## config.mk

```make
export PLATFORM = sky130hd
export DESIGN_NAME = glyph_bitmap_pixel_expander_core
export DESIGN_NICKNAME = d
export VERILOG_FILES = /design/src/rtl/gbpe_pkg.sv /design/src/rtl/glyph_bitmap_pixel_expander_core.sv /design/src/rtl/gbpe_cursor.sv
export VERILOG_INCLUDE_DIRS = /design/src /design/src/rtl
export SDC_FILE = /design/constraint.sdc
export NUM_CORES = 1
export LEC_CHECK = 0
export BUFFER_PORTS_ARGS = -buffer_cell sky130_fd_sc_hd__buf_4
export CORE_ASPECT_RATIO = 0.8
export CORE_MARGIN = 8
export CORE_UTILIZATION = 55
export CTS_CLUSTER_DIAMETER = 100
export DETAILED_ROUTE_END_ITERATION = 10
export PLACE_DENSITY = 0.75
export SLEW_MARGIN = 20
export SYNTH_ARGS = -nofsm -noshare
export SYNTH_HDL_FRONTEND = slang
export SYNTH_HIERARCHICAL = 1
export SYNTH_SLANG_ARGS = --single-unit
```

## constraint.sdc

```tcl
create_clock -name clock -period 7.35 [get_ports clock]
set_input_delay 0.3675 -clock clock [delete_from_list [all_inputs] [get_ports clock]]
set_output_delay 0.3675 -clock clock [all_outputs]
set_load 0.01 [all_outputs]
```

## src/rtl/glyph_bitmap_pixel_expander_core_assert.svh

```systemverilog
// Assertion helpers, compiled out for synthesis.
`ifndef GLYPH_BITMAP_PIXEL_EXPANDER_CORE_ASSERT_SVH
`define GLYPH_BITMAP_PIXEL_EXPANDER_CORE_ASSERT_SVH

`ifndef SYNTHESIS
// same-cycle implication
`define GBPE_ASSERT_IMPLY(label, clk, rst, ante, cons) \
   label: assert property (@(posedge clk) disable iff (rst) (ante) |-> (cons)) \
      else $error("gbpe assertion failed: same-cycle implication");
// next-cycle implication
`define GBPE_ASSERT_NEXT(label, clk, rst, ante, cons) \
   label: assert property (@(posedge clk) disable iff (rst) (ante) |=> (cons)) \
      else $error("gbpe assertion failed: next-cycle implication");
`else
`define GBPE_ASSERT_IMPLY(label, clk, rst, ante, cons)
`define GBPE_ASSERT_NEXT(label, clk, rst, ante, cons)
`endif

`endif

```

## src/rtl/gbpe_pkg.sv

```systemverilog
package gbpe_pkg;

   localparam int COORD_BITS_DEF = 10;

   // register indexes
   localparam logic [2:0] REG_GLYPH_HEIGHT  = 3'd0;
   localparam logic [2:0] REG_TRANSPARENT   = 3'd1;
   localparam logic [2:0] REG_FG_COLOR      = 3'd2;
   localparam logic [2:0] REG_BG_COLOR      = 3'd3;
   localparam logic [2:0] REG_SCREEN_WIDTH  = 3'd4;
   localparam logic [2:0] REG_SCREEN_HEIGHT = 3'd5;

   // reset values
   localparam logic [5:0]  HEIGHT_RST   = 6'd16;
   localparam logic        TRANSP_RST   = 1'b0;
   localparam logic [15:0] FG_RST       = 16'hF800;
   localparam logic [15:0] BG_RST       = 16'hFFFF;
   localparam logic [10:0] SCREEN_W_RST = 11'd240;
   localparam logic [10:0] SCREEN_H_RST = 11'd320;

   localparam logic [5:0] HEIGHT_12 = 6'd12;
   localparam logic [5:0] HEIGHT_16 = 6'd16;
   localparam logic [5:0] HEIGHT_24 = 6'd24;
   localparam logic [5:0] HEIGHT_32 = 6'd32;

   typedef struct packed {
      logic brk;    // byte ends here (column done or glyph stopped)
      logic halt;   // glyph stops here
   } step_flags_type;

   function automatic logic height_ok(input logic [5:0] h);
      return (h == HEIGHT_12) || (h == HEIGHT_16) || (h == HEIGHT_24) || (h == HEIGHT_32);
   endfunction

   // bytes per glyph: ceil(h/8) * h/2
   function automatic logic [6:0] glyph_bytes(input logic [5:0] h);
      logic [6:0] n;
      unique case (h)
         HEIGHT_12: n = 7'd12;
         HEIGHT_16: n = 7'd16;
         HEIGHT_24: n = 7'd36;
         HEIGHT_32: n = 7'd64;
         default:   n = 7'd0;
      endcase
      return n;
   endfunction

endpackage

```

## src/rtl/glyph_bitmap_pixel_expander_core.sv

```systemverilog
// Glyph byte expander: one glyph bit is shifted out and examined per cycle while no
// rsp stall holds it back. A walked byte is accepted, has one to eight bits walked and
// is flushed; a byte of a stopped glyph or bad height is only accepted. A new byte is
// accepted only in idle. A pixel moves to rsp when the next pixel of its byte is found,
// the last one at the flush; each passes the pending register, then the output register.
// Synchronous active-high reset: config to defaults, glyph halted, no pixels.
`include "glyph_bitmap_pixel_expander_core_assert.svh"

module glyph_bitmap_pixel_expander_core #(
   parameter int COORD_BITS = gbpe_pkg::COORD_BITS_DEF,
   localparam int REQ_W = ((2*COORD_BITS + 8 + 7) / 8) * 8,
   localparam int RSP_W = ((2*COORD_BITS + 16 + 7) / 8) * 8
) (
   input  logic             clock,
   input  logic             reset,
   // request stream
   input  logic             req_tvalid,
   output logic             req_tready,
   input  logic [REQ_W-1:0] req_tdata,   // origin_x, origin_y, glyph_byte, zero pad
   input  logic             req_tuser,   // glyph_start
   // response stream
   output logic             rsp_tvalid,
   input  logic             rsp_tready,
   output logic [RSP_W-1:0] rsp_tdata,   // pixel_x, pixel_y, pixel_color, zero pad
   output logic             rsp_tlast,   // last_pixel
   // config writes
   input  logic             csr_valid,
   output logic             csr_ready,
   input  logic [2:0]       csr_index,
   input  logic [15:0]      csr_data
);

   localparam int CB = COORD_BITS;
   localparam logic [2:0] LAST_BIT = 3'd7;

   typedef enum logic [1:0] {ST_IDLE, ST_RUN, ST_FLUSH} state_type;

   state_type     state_ff, state_in;
   logic          halted_ff, halted_in;
   logic [CB-1:0] cur_col_ff, cur_col_in;
   logic [CB-1:0] cur_row_ff, cur_row_in;
   logic [CB-1:0] top_row_ff, top_row_in;
   logic [6:0]    byte_cnt_ff, byte_cnt_in;
   logic [7:0]    bits_ff, bits_in;
   logic [2:0]    bit_cnt_ff, bit_cnt_in;

   logic          pend_vld_ff, pend_vld_in;
   logic [CB-1:0] pend_x_ff, pend_x_in;
   logic [CB-1:0] pend_y_ff, pend_y_in;
   logic [15:0]   pend_color_ff, pend_color_in;

   logic          rsp_vld_ff, rsp_vld_in;
   logic [CB-1:0] rsp_x_ff, rsp_x_in;
   logic [CB-1:0] rsp_y_ff, rsp_y_in;
   logic [15:0]   rsp_color_ff, rsp_color_in;
   logic          rsp_last_ff, rsp_last_in;

   logic [5:0]    height_ff, height_in;
   logic          transp_ff, transp_in;
   logic [15:0]   fg_ff, fg_in;
   logic [15:0]   bg_ff, bg_in;
   logic [10:0]   scr_w_ff, scr_w_in;
   logic [10:0]   scr_h_ff, scr_h_in;

   logic          req_acc;
   logic          in_start;
   logic [CB-1:0] in_x;
   logic [CB-1:0] in_y;
   logic [7:0]    in_byte;
   logic          h_ok;
   logic          out_free;
   logic          cur_bit;
   logic          emit;
   logic          stall;
   logic          step;
   logic          done;
   logic [6:0]    byte_cnt_inc;
   logic [CB-1:0] nxt_col;
   logic [CB-1:0] nxt_row;
   gbpe_pkg::step_flags_type flags;

   assign req_tready = (state_ff == ST_IDLE);
   assign req_acc    = req_tvalid && req_tready;
   assign in_start   = req_tuser;
   assign in_x       = req_tdata[CB-1:0];
   assign in_y       = req_tdata[2*CB-1:CB];
   assign in_byte    = req_tdata[2*CB+7:2*CB];

   assign csr_ready  = 1'b1;

   assign h_ok         = gbpe_pkg::height_ok(height_ff);
   assign out_free     = !rsp_vld_ff || rsp_tready;
   assign cur_bit      = bits_ff[7];
   assign emit         = cur_bit || !transp_ff;
   // a new pixel must displace the pending one into the output register
   assign stall        = emit && pend_vld_ff && !out_free;
   assign step         = (state_ff == ST_RUN) && !stall;
   assign done         = step && (flags.brk || (bit_cnt_ff == LAST_BIT));
   assign byte_cnt_inc = byte_cnt_ff + 7'd1;

   gbpe_cursor #(
      .COORD_BITS(COORD_BITS)
   ) u_cursor (
      .cur_col       (cur_col_ff),
      .cur_row       (cur_row_ff),
      .top_row       (top_row_ff),
      .height        (height_ff),
      .screen_width  (scr_w_ff),
      .screen_height (scr_h_ff),
      .next_col      (nxt_col),
      .next_row      (nxt_row),
      .flags         (flags)
   );

   always_comb begin
      state_in      = state_ff;
      halted_in     = halted_ff;
      cur_col_in    = cur_col_ff;
      cur_row_in    = cur_row_ff;
      top_row_in    = top_row_ff;
      byte_cnt_in   = byte_cnt_ff;
      bits_in       = bits_ff;
      bit_cnt_in    = bit_cnt_ff;
      pend_vld_in   = pend_vld_ff;
      pend_x_in     = pend_x_ff;
      pend_y_in     = pend_y_ff;
      pend_color_in = pend_color_ff;
      rsp_vld_in    = rsp_vld_ff && !rsp_tready;
      rsp_x_in      = rsp_x_ff;
      rsp_y_in      = rsp_y_ff;
      rsp_color_in  = rsp_color_ff;
      rsp_last_in   = rsp_last_ff;

      unique case (state_ff)
         ST_IDLE: begin
            if (req_acc) begin
               bits_in    = in_byte;
               bit_cnt_in = '0;
               if (in_start) begin
                  cur_col_in  = in_x;
                  cur_row_in  = in_y;
                  top_row_in  = in_y;
                  byte_cnt_in = '0;
                  halted_in   = !h_ok;
               end
               if (h_ok && (in_start || !halted_ff)) begin
                  state_in = ST_RUN;
               end
            end
         end
         ST_RUN: begin
            if (step) begin
               bits_in    = {bits_ff[6:0], 1'b0};
               bit_cnt_in = bit_cnt_ff + 3'd1;
               cur_col_in = nxt_col;
               cur_row_in = nxt_row;
               if (emit) begin
                  if (pend_vld_ff) begin
                     rsp_vld_in   = 1'b1;
                     rsp_x_in     = pend_x_ff;
                     rsp_y_in     = pend_y_ff;
                     rsp_color_in = pend_color_ff;
                     rsp_last_in  = 1'b0;
                  end
                  pend_vld_in   = 1'b1;
                  pend_x_in     = cur_col_ff;
                  pend_y_in     = cur_row_ff;
                  pend_color_in = cur_bit ? fg_ff : bg_ff;
               end
               if (done) begin
                  state_in = ST_FLUSH;
                  if (flags.halt) begin
                     halted_in = 1'b1;
                  end else begin
                     byte_cnt_in = byte_cnt_inc;
                     if (byte_cnt_inc >= gbpe_pkg::glyph_bytes(height_ff)) begin
                        halted_in = 1'b1;
                     end
                  end
               end
            end
         end
         ST_FLUSH: begin
            // the held pixel is the last one of this byte
            if (!pend_vld_ff) begin
               state_in = ST_IDLE;
            end else if (out_free) begin
               rsp_vld_in   = 1'b1;
               rsp_x_in     = pend_x_ff;
               rsp_y_in     = pend_y_ff;
               rsp_color_in = pend_color_ff;
               rsp_last_in  = 1'b1;
               pend_vld_in  = 1'b0;
               state_in     = ST_IDLE;
            end
         end
         default: begin
            state_in = ST_IDLE;
         end
      endcase
   end

   always_comb begin
      height_in = height_ff;
      transp_in = transp_ff;
      fg_in     = fg_ff;
      bg_in     = bg_ff;
      scr_w_in  = scr_w_ff;
      scr_h_in  = scr_h_ff;
      if (csr_valid && csr_ready) begin
         unique case (csr_index)
            gbpe_pkg::REG_GLYPH_HEIGHT:  height_in = csr_data[5:0];
            gbpe_pkg::REG_TRANSPARENT:   transp_in = csr_data[0];
            gbpe_pkg::REG_FG_COLOR:      fg_in     = csr_data;
            gbpe_pkg::REG_BG_COLOR:      bg_in     = csr_data;
            gbpe_pkg::REG_SCREEN_WIDTH:  scr_w_in  = csr_data[10:0];
            gbpe_pkg::REG_SCREEN_HEIGHT: scr_h_in  = csr_data[10:0];
            default: ;
         endcase
      end
   end

   always_ff @(posedge clock) begin
      bits_ff       <= bits_in;
      bit_cnt_ff    <= bit_cnt_in;
      pend_x_ff     <= pend_x_in;
      pend_y_ff     <= pend_y_in;
      pend_color_ff <= pend_color_in;
      rsp_x_ff      <= rsp_x_in;
      rsp_y_ff      <= rsp_y_in;
      rsp_color_ff  <= rsp_color_in;
      rsp_last_ff   <= rsp_last_in;
      if (reset) begin
         state_ff    <= ST_IDLE;
         halted_ff   <= 1'b1;
         cur_col_ff  <= '0;
         cur_row_ff  <= '0;
         top_row_ff  <= '0;
         byte_cnt_ff <= '0;
         pend_vld_ff <= 1'b0;
         rsp_vld_ff  <= 1'b0;
         height_ff   <= gbpe_pkg::HEIGHT_RST;
         transp_ff   <= gbpe_pkg::TRANSP_RST;
         fg_ff       <= gbpe_pkg::FG_RST;
         bg_ff       <= gbpe_pkg::BG_RST;
         scr_w_ff    <= gbpe_pkg::SCREEN_W_RST;
         scr_h_ff    <= gbpe_pkg::SCREEN_H_RST;
      end else begin
         state_ff    <= state_in;
         halted_ff   <= halted_in;
         cur_col_ff  <= cur_col_in;
         cur_row_ff  <= cur_row_in;
         top_row_ff  <= top_row_in;
         byte_cnt_ff <= byte_cnt_in;
         pend_vld_ff <= pend_vld_in;
         rsp_vld_ff  <= rsp_vld_in;
         height_ff   <= height_in;
         transp_ff   <= transp_in;
         fg_ff       <= fg_in;
         bg_ff       <= bg_in;
         scr_w_ff    <= scr_w_in;
         scr_h_ff    <= scr_h_in;
      end
   end

   assign rsp_tvalid = rsp_vld_ff;
   assign rsp_tdata  = RSP_W'({rsp_color_ff, rsp_y_ff, rsp_x_ff});
   assign rsp_tlast  = rsp_last_ff;

   // no pixel left behind once the sequencer is back to idle
   `GBPE_ASSERT_IMPLY(a_idle_no_pending, clock, reset, state_ff == ST_IDLE, !pend_vld_ff)
   // bytes of a stopped glyph never start a bit walk
   `GBPE_ASSERT_NEXT(a_halted_no_run, clock, reset, req_acc && !req_tuser && halted_ff,
      state_ff == ST_IDLE)
   // a glyph only stops at the end of a byte
   `GBPE_ASSERT_IMPLY(a_run_not_halted, clock, reset, state_ff == ST_RUN, !halted_ff)

endmodule

```

## src/rtl/gbpe_cursor.sv

```systemverilog
module gbpe_cursor #(
   parameter int COORD_BITS = gbpe_pkg::COORD_BITS_DEF
) (
   input  logic [COORD_BITS-1:0] cur_col,
   input  logic [COORD_BITS-1:0] cur_row,
   input  logic [COORD_BITS-1:0] top_row,
   input  logic [5:0]            height,
   input  logic [10:0]           screen_width,
   input  logic [10:0]           screen_height,
   output logic [COORD_BITS-1:0] next_col,
   output logic [COORD_BITS-1:0] next_row,
   output gbpe_pkg::step_flags_type flags
);

   localparam int CW = (COORD_BITS + 1 > 11) ? COORD_BITS + 1 : 11;

   logic [CW-1:0] coord_max;
   logic [CW-1:0] nrow;
   logic [CW-1:0] ncol;
   logic [CW-1:0] span;
   logic          row_stop;
   logic          col_stop;
   logic          col_end;

   assign coord_max = {{(CW-COORD_BITS){1'b0}}, {COORD_BITS{1'b1}}};
   assign nrow      = CW'(cur_row) + CW'(1);
   assign ncol      = CW'(cur_col) + CW'(1);
   assign span      = nrow - CW'(top_row);

   assign row_stop = (nrow >= CW'(screen_height)) || (nrow > coord_max);
   assign col_stop = (ncol >= CW'(screen_width)) || (ncol > coord_max);
   assign col_end  = span >= CW'(height);

   always_comb begin
      next_row = nrow[COORD_BITS-1:0];
      next_col = cur_col;
      if (!row_stop && col_end) begin
         next_row = top_row;
         next_col = ncol[COORD_BITS-1:0];
      end
   end

   assign flags.brk  = row_stop || col_end;
   assign flags.halt = row_stop || (col_end && col_stop);

endmodule
```

## Word-level counts from Yosys, hierarchy flattened

Cells that the tools add are included.

| word-level totals | value |
|---|---|
| logic and storage cells | 184 |
| flip-flop bits (word level) | 187 |
| input bits | 57 |

| cells by class | value |
|---|---|
| $lt $le $gt $ge | 6 |
| reduce and logical (&&, ||, !) cells | 48 |
| muxes and demuxes | 77 |
| equality and inequality tests | 25 |
| add/subtract/negate cells | 5 |

Operators with widths:

| cell | count |
|---|---|
| 2-to-1 mux 10 bit | 18 |
| 2-to-1 mux 16 bit | 6 |
| case mux 10 bit (2 select lines) | 4 |
| 2-to-1 mux 7 bit | 9 |
| case mux 16 bit (2 select lines) | 1 |
| case mux 7 bit (4 select lines) | 1 |
| adder 10 x 1 -> 11 bit, second input constant | 2 |
| greater-or-equal comparator 11 bit | 2 |
| > comparator 11 x 10 -> 1 bit, second input constant | 2 |
| 2-to-1 mux 1 bit | 20 |
| AND reduction 6 bit | 3 |
| 2-to-1 mux 8 bit | 2 |
| case mux 8 bit (2 select lines) | 1 |
| inequality test 2 bit, second input constant | 7 |
| case mux 7 bit (2 select lines) | 1 |
| == test 6 x 5 -> 1 bit, second input constant | 2 |
| 2-to-1 mux 2 bit | 6 |
| AND reduction 2 bit | 6 |
| AND reduction 3 bit | 4 |
| greater-or-equal comparator 11 x 6 -> 1 bit | 1 |
| logical OR 1 bit | 11 |
| subtractor 11 x 10 -> 11 bit | 1 |
| AND reduction 5 bit | 2 |
| == test 3 bit, second input constant | 3 |
| 22 further kinds | 46 |

## Logic depth before layout (Yosys ltp)

| depth | value |
|---|---|
| word-level depth | 16 |
| mapped depth | 20 |
| gate-level depth less buffers | 19 |

## Cells and area by module

The synthesis kept the hierarchy.

By module, submodules not included:

| module | area each (µm²) | seq. area each (µm²) | cells an instance | times used |
|---|---|---|---|---|
| glyph_bitmap_pixel_expander_core | 7422.1 | 4584.4 | 654 | 1 |
| gbpe_cursor | 2120.8 | 0.0 | 284 | 1 |

## Least setup slack after synthesis

Ideal clock, no wire load.

| timing path | value |
|---|---|
| kind | register -> register |
| start point | register state_ff[1] |
| end point | register rsp_color_ff[0] (enable) |
| stages on the path, launching flop included | 8 |
| arrival time | 4.073 ns |
| data required time | 6.857 ns |
| setup slack | 2.785 ns |
| cell sequence | dfxtp_1 -> inv_1 -> ha_1 -> buf_2 -> buf_2 -> buf_2 -> nand2_1 -> a221oi_1 |

| on the way | value |
|---|---|
| word-level cells in the longest chain between the ends | 4 |

RTL lines:

| what | RTL line | source |
|---|---|---|
| start: declaration | glyph_bitmap_pixel_expander_core.sv:38 | `state_type state_ff, state_in;` |
| start signal: assignment | glyph_bitmap_pixel_expander_core.sv:249 | `state_ff <= state_in;` |
| == test 2 x 1 -> 1 bit | glyph_bitmap_pixel_expander_core.sv:97, glyph_bitmap_pixel_expander_core.sv:134 |  |
| logical AND 1 bit | glyph_bitmap_pixel_expander_core.sv:97 | `assign step = (state_ff == ST_RUN) && !stall;` |
| inequality test 2 bit (no source line) | n/a |  |
| AND reduction 6 bit (no source line) (*) | n/a |  |
| end signal: assignment | glyph_bitmap_pixel_expander_core.sv:231 | `rsp_color_ff <= rsp_color_in;` |
| end: declaration | glyph_bitmap_pixel_expander_core.sv:55 | `logic [15:0] rsp_color_ff, rsp_color_in;` |

Every way passes the cells marked *; elsewhere a longest branch is shown, timed or not.
A chain may end at the register's enable or synchronous reset.

==> flow_metrics.tcl <==
set metrics [dict create \
    core_area_sq_um 17200 \
    reg2reg_depth 18 \
    async_reset_ff_share_pct 0 \
    nNetsFinal 1120 \
    cts.sinks 187 \
    hpwl_mm 14.4 \
    synthCells 938 \
    cts_inserted_buffers 17 \
    root_buffer "clkbuf_16" \
    power_frac_comb_pct 35.1 \
    final_area_sq_um 10900 \
    rr_endpoint "halted_ff" \
    slew_headroom_pct 24.9 \
    multi_input_area_sq_um 4560 \
    cts_buffer_depth 2 \
    tightest_slew_ns 1.13 \
    cp-startpoint "cur_row_ff[0]" \
    final_cells 1247 \
    yosysTopAreaCell "edfxtp_1" \
    crit_slowest_cell "nor4_2" \
    cts.clk_slew.worst_paths_ns 0.08 \
    die_x_um 163 \
    yosysSeqAreaShare_pct 48.0 \
    r2r_slack_ns 1.79 \
    clock_latency_ns 0.44 \
    final_hold_viol_count 0 \
    num_io_pins 101 \
    yosysWarnings 6 \
    syn_avg_cell_area_sq_um 10.2 \
    antenna_found_initial 0 \
    cts_hold_buffers 0 \
    wl_per_cell_um 16.6 \
    pre_cts_ws_ns 1.94 \
    layout-drive-gt1-share_pct 19.3 \
    fp.dieArea_sq_um 21800 \
    grt_usage_pct 19.2 \
    initial_utilization_pct 55.6 \
    gp_congestion 0.860 \
    path_max_fanout 10 \
    timing.rr.start "cur_row_ff[0]" \
    p_per_area_nw_per_um2 331 \
    p_int_uw 2320 \
    critPathBufInv 0 \
    synthTopCellsByArea "edfxtp_1 (26%), dfxtp_1 (22%), ha_1 (6.9%), nand2_1 (6.3%), a21oi_1 (3.8%)" \
    area_growth_pct 14.6 \
    min_period_ns 5.56 \
    ys.flop_type "dfxtp_1" \
    status "finished clean" \
    synth-seq-cells 187 \
    syn_area_sq_um 9540 \
    drt_iter0_drc 496 \
    skew_ns 0.0101 \
    ctsResizeCount 0 \
    path_common_cell "ha_1" \
    switching_share_pct 36.0 \
    seq_area_sq_um 4580 \
    wirelength_mm 20.7 \
    synth.top_cell.area_share_pct 26.4 \
    startpoint_type "flop" \
    critPathArrivalTime_ns 5.81 \
    final-setup-viol-count 0 \
    cp_top_family "simple AND/OR/NAND/NOR gates" \
    htree_levels 4 \
    post_cts_buffers 0 \
    cap_violations 0 \
    drc_errors 0 \
    pwr-share-clk_pct 24.6 \
    cp-endpoint "halted_ff" \
    numPlacedInstances 1215 \
    hold_path_class "input port to flop" \
    setup_ws_ns 1.79 \
    overflow 0 \
    grt_max_degree 107 \
    ant_nets 0 \
    final-max-slew-violation-count 0 \
    rows 43 \
    placed_cell_area_sq_um 10400 \
    fin_setup_tns_ns 0 \
    worstSetupPathType "flop to flop" \
    busiest_layer "met2" \
    num_vias 6978 \
    crit_chain "ha_1 -> nand3_1 -> xnor2_1 -> ha_1 -> o2111a_1 -> nor3_1 -> xnor2_1 -> ha_1 -> nand3_1 -> o22ai_1 -> nor4_2 -> and2_2 -> o21ai_0 -> nand2b_1 -> a211oi_1 -> a21oi_1 -> a311oi_1 -> a41oi_1" \
    synth-edff-count 84 \
    grt_pass1_wl_mm 33.8 \
    grt_use_met2_pct 32.5 \
    portBuffers 91 \
    cellLeakagePower_uw 0.00435 \
    cp-end-kind "flop" \
    die_h_um 134 \
    cts_tree "yes" \
    first_pass_iters 4 \
    vias_per_cell 5.60 \
    max-vdd-ir-drop_mv 0.201 \
    fmax_mhz 180 \
    rsz0062_at_grt "false" \
    power.switching_uw 1300 \
    required_ns 7.60 \
    path_depth 18 \
    num-fill-cells 1435 \
    diodes 0 \
    min_period_over_period_pct 75.6 \
    grt_use_met3_pct 4.26 \
    met1_usage_pct 24.6 \
    seq_power_share_pct 40.3 \
    grt_pass1_vias 6774 \
    synth_cell_type_count 78 \
    critical-path-max-stage-delay_ns 0.90 \
]
state kept, by name, summed over array words and instances, names as in the netlist, 2 cells and up:
name	cells
top_row_ff	10
cur_col_ff	10
scr_h_ff	11
bit_cnt_ff	3
pend_color_ff	16
cur_row_ff	10
pend_y_ff	10
bits_ff	8
byte_cnt_ff	7
scr_w_ff	11
rsp_y_ff	10
pend_x_ff	10
rsp_x_ff	10
fg_ff	16
bg_ff	16
height_ff	6
rsp_color_ff	16
state_ff	2
worst min path at each step:
stage	startpoint	endpoint	depth (start not counted)	slack, ns
after CTS	csr_data[13]	bg_ff[13]	3	0.13
after global placement	pend_color_ff[0]	rsp_color_ff[0]	0	0.40
after detailed placement	pend_color_ff[7]	rsp_color_ff[7]	0	0.40
after floorplan	pend_color_ff[0]	rsp_color_ff[0]	0	0.40
final	csr_data[13]	bg_ff[13]	3	0.15
after global routing	csr_data[13]	bg_ff[13]	3	0.14
power by group through the flow:
stage	clock (uW)	sequential [uW]	combinational (uW)
floorplan	0	1450	970
global placement	0	1480	1220
detailed placement	0	1480	1260
CTS	906	1460	1270
global route	946	1480	1410
finish	891	1460	1270
through the flow:
step / util [%] / hold slack (ns) / power (uW)
floorplan: - / 0.400 / 2420
global placement: 60.2 / 0.400 / 2690
detailed placement: 60.3 / 0.405 / 2740
CTS: 63.7 / 0.132 / 3640
global route: 63.7 / 0.139 / 3840
finish: 63.7 / 0.149 / 3620
final cells by class:
cell class,count,area share (%)
clock buffers,17,3.89
flip-flops and latches,187,41.9
repair buffers,94,6.67
well taps,225,2.57
inverters,54,1.85
clock inverters,15,1.37
multi-input cells,655,41.7
synth_stat cells, types with 13 or more instances:
library cell,n
xor2_1,20
nand2_1,161
dfxtp_1,103
a21oi_1,73
mux2_2,25
inv_1,54
nand3b_1,30
edfxtp_1,84
nand3_1,29
ha_1,53
mux2i_1,27
a211oi_2,17
nor2_1,38
clkbuf_1,21
o21ai_0,16
xnor2_1,13
worst min-delay path: stages:
cell and delay, ns:
buf_4 0.08, nand2_1 0.04, nand3b_1 0.07
per-layer routing:
| metal | part of all wire, % | wire (um) |
|---|---|---|
| met1 | 46 | 9510 |
| met2 | 49 | 10100 |
| met3 | 4.4 | 918 |
| met4 | 1.0 | 216 |
| met5 | 0 | 0 |
logic make-up (layout without fill, tap and decap cells):
| family | count (synthesis) | in the layout | share of synthesized area (%) |
|---|---|---|---|
| AOI/OAI and AO/OA | 158 | 158 | 11.7 |
| xor gates and xnor gates | 33 | 33 | 3.03 |
| adders and majority gates | 54 | 54 | 7.16 |
| buffers and inverters | 99 | 180 | 4.59 |
| DFF | 187 | 187 | 48.0 |
| muxes | 59 | 59 | 6.88 |
| other | 2 | 5 | 0.0787 |
| and+or+nand+nor | 346 | 346 | 18.5 |
cells in the final DEF (no fill, tap or decap), types with 7 or more instances in the layout:
cell type and n:
and3_1 10, a21oi_1 73, nand3b_1 30, nor2b_1 10, xnor2_1 13, nand2b_1 10
nor3_1 7, nand2_1 161, mux2_4 7, a211oi_2 17, clkbuf_16 17, inv_1 54
buf_4 92, xor2_1 20, mux2_2 25, dfxtp_1 103, ha_1 52, mux2i_1 27
nor2_1 37, nand3_1 29, a211oi_1 10, o21ai_0 16, edfxtp_1 84
No activity file was read; power rests on OpenSTA's default activity.
